### src/hdl/gbp_pkg.sv
// Package for the glyph bitmap packer: mode codes, glyph sides, field widths
// and the small arithmetic helper used by the top-level packer.
// Depends on nothing.
package gbp_pkg;

    localparam int SOURCE_SIDE_DEF = 24;

    localparam int PIX_W = 8;
    localparam int EXT_W = 6;
    localparam int ROW_W = 32;
    localparam int IDX_W = 4;
    localparam int MODE_W = 2;
    localparam int NIB_W = 4;

    localparam logic [MODE_W-1:0] MODE_BIT16 = 2'd0;
    localparam logic [MODE_W-1:0] MODE_BIT12 = 2'd1;
    localparam logic [MODE_W-1:0] MODE_QUAD = 2'd2;

    localparam int SIDE_BIT16 = 16;
    localparam int SIDE_BIT12 = 12;

    localparam logic [NIB_W-1:0] NIBBLE_MAX = 4'hf;

    // Width divided by three as a multiply by a reciprocal; exact below 128.
    function automatic logic [EXT_W-1:0] div3(input logic [EXT_W-1:0] w);
        logic [EXT_W+6:0] p;
        p = (EXT_W+7)'(w) * (EXT_W+7)'(43);
        return p[EXT_W+6:7];
    endfunction

endpackage

### src/hdl/glyph_bitmap_packer.sv
// Glyph bitmap packer, top level. Depends on gbp_pkg and gbp_ram.
// Packs a glyph's pixel stream into font row words.
//
// The block takes one pixel beat per clock cycle while the output is not stalled. A stalled
// output holds back the input only once the next row word is waiting behind it. A row word
// enters the output register from stage 1. Each pixel makes one read of the line store RAM
// when it is accepted and, in the four-bit mode except on every third row, one write of
// the same column in the next cycle. Each RAM word holds the two earlier source rows of one
// column, and the 3x3 sums are built column by column in registers. The line store is not
// cleared after reset, and the first rows of a four-bit glyph overwrite it before they are
// read. A write to glyph_mode restarts the glyph; write it only while the block is idle.
module glyph_bitmap_packer
    import gbp_pkg::*;
#(
    parameter int SOURCE_SIDE = SOURCE_SIDE_DEF
) (
    input  logic              i_clk,
    input  logic              i_rst_n,
    input  logic              i_in_valid,
    output logic              o_in_stall,
    input  logic [PIX_W-1:0]  i_intensity,
    input  logic [EXT_W-1:0]  i_text_extent,
    output logic              o_out_valid,
    input  logic              i_out_stall,
    output logic [ROW_W-1:0]  o_row_bits,
    output logic [IDX_W-1:0]  o_row_index,
    output logic [EXT_W-1:0]  o_glyph_width,
    output logic              o_last,
    input  logic              i_cfg_valid,
    output logic              o_cfg_ready,
    input  logic [MODE_W-1:0] i_glyph_mode
);

    localparam int CW = $clog2(SOURCE_SIDE);
    localparam int TW = $clog2(SOURCE_SIDE / 3);
    localparam int SW = PIX_W + 2;
    localparam int HW = SW + 2;
    localparam logic [CW-1:0] SIDE_Q = CW'(SOURCE_SIDE);
    localparam logic [CW-1:0] SIDE_16 = CW'(SIDE_BIT16);
    localparam logic [CW-1:0] SIDE_12 = CW'(SIDE_BIT12);

    logic [MODE_W-1:0] r_mode;
    logic [CW-1:0]     r_col, r_row;
    logic [1:0]        r_col_ph, r_row_ph;
    logic [TW-1:0]     r_col_tri, r_row_tri;

    logic              r_s1_valid;
    logic [PIX_W-1:0]  r_s1_pix;
    logic [EXT_W-1:0]  r_s1_ext;
    logic [CW-1:0]     r_s1_col;
    logic [1:0]        r_s1_col_ph;
    logic [TW-1:0]     r_s1_col_tri;
    logic              r_s1_slot2;
    logic              r_s1_first, r_s1_emit, r_s1_fin;
    logic [IDX_W-1:0]  r_s1_idx;

    logic [ROW_W-1:0]  r_acc, n_acc;
    logic [EXT_W-1:0]  r_widest, n_widest;
    logic [HW-1:0]     r_hsum;

    logic              r_out_valid;
    logic [ROW_W-1:0]  r_row_bits;
    logic [IDX_W-1:0]  r_row_index;
    logic [EXT_W-1:0]  r_glyph_width;
    logic              r_last;

    logic              quad, out_free, s1_go, in_acc, cfg_wr;
    logic [CW-1:0]     side, col_c, row_c;
    logic [1:0]        col_ph_c, row_ph_c;
    logic [TW-1:0]     col_tri_c, row_tri_c;
    logic              end_col, end_row;

    logic [2*PIX_W-1:0] rd_data;
    logic               wr_en;
    logic [SW-1:0]      col_sum;
    logic [HW-1:0]      tot_sum;
    logic [NIB_W-1:0]   nib;
    logic [EXT_W-1:0]   base_w;

    assign quad = (r_mode == MODE_QUAD);
    always_comb begin
        unique case (r_mode)
            MODE_QUAD:  side = SIDE_Q;
            MODE_BIT12: side = SIDE_12;
            default:    side = SIDE_16;
        endcase
    end

    assign out_free = !r_out_valid || !i_out_stall;
    assign s1_go = r_s1_valid && (out_free || !r_s1_emit);
    assign o_in_stall = r_s1_valid && !s1_go;
    assign in_acc = i_in_valid && !o_in_stall;
    assign o_cfg_ready = 1'b1;
    assign cfg_wr = i_cfg_valid;

    always_comb begin
        if (r_col >= side) begin
            col_c = '0;
            col_ph_c = '0;
            col_tri_c = '0;
        end else begin
            col_c = r_col;
            col_ph_c = r_col_ph;
            col_tri_c = r_col_tri;
        end
        if (r_row >= side) begin
            row_c = '0;
            row_ph_c = '0;
            row_tri_c = '0;
        end else begin
            row_c = r_row;
            row_ph_c = r_row_ph;
            row_tri_c = r_row_tri;
        end
    end

    assign end_col = (col_c == side - CW'(1));
    assign end_row = (row_c == side - CW'(1));

    always_ff @(posedge i_clk) begin
        if (!i_rst_n) begin
            r_mode <= MODE_BIT16;
            r_col <= '0;
            r_row <= '0;
            r_col_ph <= '0;
            r_row_ph <= '0;
            r_col_tri <= '0;
            r_row_tri <= '0;
        end else if (cfg_wr) begin
            r_mode <= i_glyph_mode;
            r_col <= '0;
            r_row <= '0;
            r_col_ph <= '0;
            r_row_ph <= '0;
            r_col_tri <= '0;
            r_row_tri <= '0;
        end else if (in_acc) begin
            if (end_col) begin
                r_col <= '0;
                r_col_ph <= '0;
                r_col_tri <= '0;
                if (end_row) begin
                    r_row <= '0;
                    r_row_ph <= '0;
                    r_row_tri <= '0;
                end else begin
                    r_row <= row_c + CW'(1);
                    if (row_ph_c == 2'd2) begin
                        r_row_ph <= '0;
                        r_row_tri <= row_tri_c + TW'(1);
                    end else begin
                        r_row_ph <= row_ph_c + 2'd1;
                        r_row_tri <= row_tri_c;
                    end
                end
            end else begin
                r_col <= col_c + CW'(1);
                r_row <= row_c;
                r_row_ph <= row_ph_c;
                r_row_tri <= row_tri_c;
                if (col_ph_c == 2'd2) begin
                    r_col_ph <= '0;
                    r_col_tri <= col_tri_c + TW'(1);
                end else begin
                    r_col_ph <= col_ph_c + 2'd1;
                    r_col_tri <= col_tri_c;
                end
            end
        end
    end

    always_ff @(posedge i_clk) begin
        if (!i_rst_n) begin
            r_s1_valid <= 1'b0;
        end else if (in_acc) begin
            r_s1_valid <= 1'b1;
        end else if (s1_go) begin
            r_s1_valid <= 1'b0;
        end
    end

    always_ff @(posedge i_clk) begin
        if (in_acc) begin
            r_s1_pix <= i_intensity;
            r_s1_ext <= i_text_extent;
            r_s1_col <= col_c;
            r_s1_col_ph <= col_ph_c;
            r_s1_col_tri <= col_tri_c;
            r_s1_slot2 <= (row_ph_c == 2'd2);
            r_s1_first <= (col_c == '0) && (row_c == '0);
            r_s1_emit <= end_col && (!quad || row_ph_c == 2'd2);
            r_s1_fin <= end_row;
            r_s1_idx <= quad ? IDX_W'(row_tri_c) : IDX_W'(row_c);
        end
    end

    assign wr_en = s1_go && quad && !r_s1_slot2;

    gbp_ram #(
        .WIDTH (2 * PIX_W),
        .DEPTH (SOURCE_SIDE)
    ) u_line_store (
        .i_clk     (i_clk),
        .i_wr_en   (wr_en),
        .i_wr_addr (r_s1_col),
        .i_wr_data ({rd_data[PIX_W-1:0], r_s1_pix}),
        .i_rd_en   (in_acc),
        .i_rd_addr (col_c),
        .o_rd_data (rd_data)
    );

    assign col_sum = SW'(rd_data[2*PIX_W-1:PIX_W]) + {1'b0, rd_data[PIX_W-1:0], 1'b0}
                   + SW'(r_s1_pix);
    assign tot_sum = r_hsum + HW'(col_sum);

    always_comb begin
        if (tot_sum[HW-1:7] > (HW-7)'(NIBBLE_MAX)) begin
            nib = NIBBLE_MAX;
        end else begin
            nib = tot_sum[7+NIB_W-1:7];
        end
    end

    always_ff @(posedge i_clk) begin
        if (s1_go && quad && r_s1_slot2) begin
            unique case (r_s1_col_ph)
                2'd0:    r_hsum <= HW'(col_sum);
                2'd1:    r_hsum <= r_hsum + {1'b0, col_sum, 1'b0};
                default: r_hsum <= r_hsum;
            endcase
        end
    end

    always_comb begin
        base_w = r_s1_first ? r_s1_ext : r_widest;
        n_widest = base_w;
        n_acc = r_acc;
        if (!quad) begin
            if (r_s1_pix != '0) begin
                n_acc = r_acc | (ROW_W'(1) << r_s1_col);
                if (EXT_W'(r_s1_col) > base_w) begin
                    n_widest = EXT_W'(r_s1_col);
                end
            end
        end else if (r_s1_slot2 && r_s1_col_ph == 2'd2 && nib != '0) begin
            n_acc = r_acc | (ROW_W'(nib) << {r_s1_col_tri, 2'b00});
            if (EXT_W'(r_s1_col_tri) > base_w) begin
                n_widest = EXT_W'(r_s1_col_tri);
            end
        end
    end

    always_ff @(posedge i_clk) begin
        if (!i_rst_n) begin
            r_acc <= '0;
            r_widest <= '0;
        end else if (cfg_wr) begin
            r_acc <= '0;
        end else if (s1_go) begin
            r_acc <= r_s1_emit ? '0 : n_acc;
            r_widest <= n_widest;
        end
    end

    always_ff @(posedge i_clk) begin
        if (!i_rst_n) begin
            r_out_valid <= 1'b0;
        end else if (s1_go && r_s1_emit) begin
            r_out_valid <= 1'b1;
        end else if (!i_out_stall) begin
            r_out_valid <= 1'b0;
        end
    end

    always_ff @(posedge i_clk) begin
        if (s1_go && r_s1_emit) begin
            r_row_bits <= n_acc;
            r_row_index <= r_s1_idx;
            r_last <= r_s1_fin;
            if (r_s1_fin) begin
                r_glyph_width <= quad ? div3(n_widest) : n_widest;
            end else begin
                r_glyph_width <= '0;
            end
        end
    end

    assign o_out_valid = r_out_valid;
    assign o_row_bits = r_row_bits;
    assign o_row_index = r_row_index;
    assign o_glyph_width = r_glyph_width;
    assign o_last = r_last;

endmodule

### src/hdl/gbp_ram.sv
// Generic single-clock RAM with one write port and one registered read port.
// Depends on nothing.
module gbp_ram #(
    parameter int WIDTH = 16,
    parameter int DEPTH = 24
) (
    input  logic                     i_clk,
    input  logic                     i_wr_en,
    input  logic [$clog2(DEPTH)-1:0] i_wr_addr,
    input  logic [WIDTH-1:0]         i_wr_data,
    input  logic                     i_rd_en,
    input  logic [$clog2(DEPTH)-1:0] i_rd_addr,
    output logic [WIDTH-1:0]         o_rd_data
);

    logic [WIDTH-1:0] r_mem [DEPTH];
    logic [WIDTH-1:0] r_rd_data;

    always_ff @(posedge i_clk) begin
        if (i_wr_en) begin
            r_mem[i_wr_addr] <= i_wr_data;
        end
        if (i_rd_en) begin
            r_rd_data <= r_mem[i_rd_addr];
        end
    end

    assign o_rd_data = r_rd_data;

endmodule
### config.mk
export PLATFORM = sky130hd
export DESIGN_NAME = glyph_bitmap_packer
export DESIGN_NICKNAME = d
export VERILOG_FILES = /design/src/hdl/gbp_pkg.sv /design/src/hdl/glyph_bitmap_packer.sv /design/src/hdl/gbp_ram.sv
export SDC_FILE = /design/constraint.sdc
export NUM_CORES = 1
export LEC_CHECK = 0
export CAP_MARGIN = 15
export CORE_MARGIN = 5
export CORE_UTILIZATION = 40
export DETAILED_ROUTE_END_ITERATION = 12
export DONT_BUFFER_PORTS = 1
export HOLD_SLACK_MARGIN = 0.1
export PLACE_DENSITY = 0.59
export SYNTH_ARGS = -nofsm -noshare
export SYNTH_HDL_FRONTEND = slang
export SYNTH_SLANG_ARGS = --single-unit
### constraint.sdc
create_clock -name i_clk -period 9 [get_ports i_clk]
set_clock_uncertainty 0.2 [all_clocks]
set_input_delay 0.9 -clock i_clk [delete_from_list [all_inputs] [get_ports i_clk]]
set_output_delay 0.9 -clock i_clk [all_outputs]
set_load 0.03 [all_outputs]
==> summary.md <==
| Metric | Value |
|---|---|
| Setup crit end kind | `register` |
| CP max FO | `6` |
| Routed via count | `15.5k` |
| Reg-to-reg critical path endpoint | `o_glyph_width[3]` |
| Busiest grt layer | `met2` |
| Placer Congestion | `0.858` |
| Initial core utilization | `0.402` |
| Mapped Avg Cell Area | `~13 um2` |
| Hold_ws | `roughly 0.16 ns` |
| Leak | `9.30 nW` |
| PwrDens | `210 nW/um2` |
| Final setup viols | `0` |
| Overall routing resource usage | `0.184` |
| H-tree Lvls | `2` |
| Total length of routed wires | `about 63000 um` |
| Fin. max-slew vios | `0` |
| Reg2Reg Setup Slack | `0.51 ns` |
| Hold Crit Class | `in2reg` |
| Met2 Usage GRT | `0.301` |
| Clk buf depth | `3` |
| R2r startpoint | `r_s1_pix[2]` |
| Vias in the first global route | `~15k` |
| Ys async rst share | `0` |
| Worst VDD drop | `0.173 mV` |
| CP Launch Type | `register` |
| ANT nets after route | `0` |
| Max_cap viols | `0` |
| Clock-pin slew on the worst setup and hold paths | `approximately 0.060 ns` |
| Share of layout cells above drive strength 1 | `0.150` |
| CTS buffer count | `57` |
| Die height | `~260 um` |
| Site row count | `91` |
| Met3 Use GR | `0.0310` |
| Nets | `1976` |
| Core footprint | `between 60000 and 70000 um2` |
| Area Overhead vs Synth | `12.2%` |
| Worst EP arrival | `around 8.7 ns` |
| Initial antenna violation count | `3` |
| Post-route insts no fill | `2696` |
| Final Hold Fails | `0` |
| Critical path type | `reg2reg` |
| Biggest cell delay along the critical path | `0.61 ns` |
| Later-pin clock latency in the skew report | `0.63 ns` |
| Hold path cells | `0` |
| Die ar. | `66800 um2` |
| Max-Slew Margin vs Limit | `0.235` |
| FF-to-FF path depth | `35` |
| Ports | `67` |
| CTS sink cnt | `549` |
| Largest net degree at the start of global routing | `68` |
| Overflow after GRT | `0` |
| Ys flop type | `edfxtp_1` |
| Seq cells post-synth | `~550` |
| Synth Warn # | `0` |
| IO Port Bufs | `0` |
| # DRC | `0` |
| WHS Endpoint | `r_s1_pix[0]` |
| Synthesized area | `24700 um2` |
| Met1 Use GR | `0.255` |
| Hold Crit Start | `i_intensity[0]` |
| Critical path required time | `between 9 and 10 ns` |
| DRT iter0 DRCs | `~1.3k` |
| Vias per std cell | `5.75` |
| Slowest cell on crit path | `fa_1` |
| Post-synth cell types | `87` |
| Status | `completed` |
| Final worst path period need | `between 8 and 9 ns` |
| Post-synth EDFFs | `approximately 490` |
| CP most frequent cell | `ha_1` |
| Chip Width | `around 260 um` |
| CTS root buffer | `clkbuf_16` |
| Placed insts | `2591` |
| Global-route wire length before repair | `95300 um` |
| Post-synthesis cell count | `~1.8k` |
| Hpwl dp | `~39000 um` |
| Total Power | `around 5.8 mW` |
| DR WL/cell | `23.5 um` |
| Final worst path period share | `0.943` |
| F_max | `118 MHz` |
| CTS tree | `built` |
| Synthesized Nets | `1955` |
| Worst-Margin Slew | `around 1.1 ns` |
| First-pass DRT Iterations | `5` |
| Post-synthesis sequential area ratio | `0.642` |
[per-layer routing]
metal  routed length (um)  vias up  share of wire
met4                 1770        0          0.028
met1                28200     7814           0.44
met2                30300      465           0.48
met3                 3100      106          0.049
met5                    0        -              0
li1                     -     7116              -
[worst max-delay path by stage]
| stage | start | slack, ns | end |
|---|---|---|---|
| 2_1_floorplan | r_s1_pix[1] | 0.71 | o_glyph_width[2] |
| 3_3_place_gp | r_s1_pix[1] | 0.43 | o_glyph_width[2] |
| 3_5_place_dp | r_s1_pix[1] | 0.26 | o_glyph_width[3] |
| 4_1_cts | r_s1_pix[1] | 0.19 | o_glyph_width[3] |
| 5_1_grt | r_s1_pix[1] | -0.01 | o_glyph_width[3] |
| 6_report | r_s1_pix[2] | 0.51 | o_glyph_width[3] |
[where the power goes]
part	internal, mW	switching, mW	leakage (nW)	total, mW
Sequential	2.80	0.0284	4.93	2.83
Combinational	0.281	0.408	3.47	0.689
Clock	1.33	0.986	0.897	2.32
Total	4.41	1.42	9.30	5.83
[repair_timing]
| action | 4_1_cts | 5_1_grt |
|---|---|---|
| setup buffers | 0 | 4 |
| hold buffers | 0 | 0 |
| resized for setup | 0 | 14 |
| endpoints found under the setup margin | 0 | 5 |
[kinds of logic (layout without fill, tap and decap cells)]
kind of cell / after synthesis / in the layout / share of synthesized area
compound gates: 473 / 473 / 0.123
xor+xnor: 23 / 23 / 0.00846
other cells: 1 / 3 / 0.000152
simple gates: 372 / 372 / 0.0755
flops: 549 / 549 / 0.642
buf+inv: 163 / 224 / 0.0258
mux: 171 / 171 / 0.0750
fa+ha+maj: 91 / 91 / 0.0501
[worst max-delay path, delay by kind of cell (launching register included)]
kind	cells	cell delay (ns)
compound gates	13	2.45
buf+inv	3	0.27
mux	1	0.09
flops	1	0.43
fa+ha+maj	7	2.36
xor+xnor	1	0.23
simple gates	10	2.24
[sequential cells by signal, indices dropped and copies added, names as in the netlist, 8 cells and up]
name and cells:
u_line_store.r_mem 384, u_line_store.o_rd_data 16, r_s1_pix 8, r_hsum 12, r_acc 32, o_row_bits 32
[Yosys cell counts, types with 4 or more instances]
master	number	area, um2
nor2b_1	28	175
a31oi_1	34	213
a21oi_1	185	926
a22oi_1	35	263
nor3_1	33	165
fa_1	13	260
buf_1	7	26.3
dfxtp_1	62	1240
a211oi_1	4	30.0
nand3_1	22	110
clkbuf_1	82	308
and3_1	11	68.8
edfxtp_1	487	14600
ha_1	78	976
mux2_1	8	90.1
inv_1	58	218
a21o_1	9	67.6
nand2_1	85	319
o21bai_1	12	90.1
xnor2_1	20	175
nor3b_1	8	60.1
o221ai_1	16	140
o21ai_0	75	375
nor4_1	4	25.0
nand4_1	6	37.5
or3_1	6	37.5
nor2_1	111	417
a221o_1	29	290
buf_2	8	40.0
mux2_2	90	1010
a221oi_1	16	140
and2_1	9	56.3
nand3b_1	6	45.0
mux2i_1	71	711
o211ai_1	21	158
nand2b_1	10	62.6
or2_2	8	50.1
[layout by cell type, fill, tap and decap left out, drive strengths merged, types with 29 or more instances in the layout]
| cell type | count |
|---|---|
| o21ai | 79 |
| mux2i | 72 |
| mux2 | 99 |
| a22oi | 35 |
| edfxtp | 487 |
| nor3 | 33 |
| ha | 78 |
| nand2 | 87 |
| clkbuf | 72 |
| nor2 | 111 |
| nor2b | 29 |
| dfxtp | 62 |
| a31oi | 34 |
| a21oi | 186 |
| a221o | 29 |
| inv | 63 |
| buf | 62 |
[metrics by stage]
step	util	worst slack (ns)	cell area (um2)	TNS, ns
finish	0.451	0.511	27700	0
global route	0.451	-0.0103	27700	-0.0160
CTS	0.449	0.185	27600	0
detailed placement	0.419	0.258	25800	0
global placement	0.419	0.425	25800	0
floorplan	-	0.710	24700	0
[layout make-up]
class / count / area (um2)
Fill cell: 5547 / 33800
Clock inverter: 27 / 304
Multi-Input combinational cell: 1131 / 8300
Clock buffer: 72 / 1540
Antenna cell: 2 / 5.00
Inverter: 63 / 236
Tap cell: 790 / 988
Sequential cell: 549 / 15900
Timing Repair Buffer: 62 / 465
No activity file was read; power rests on OpenSTA's default activity.
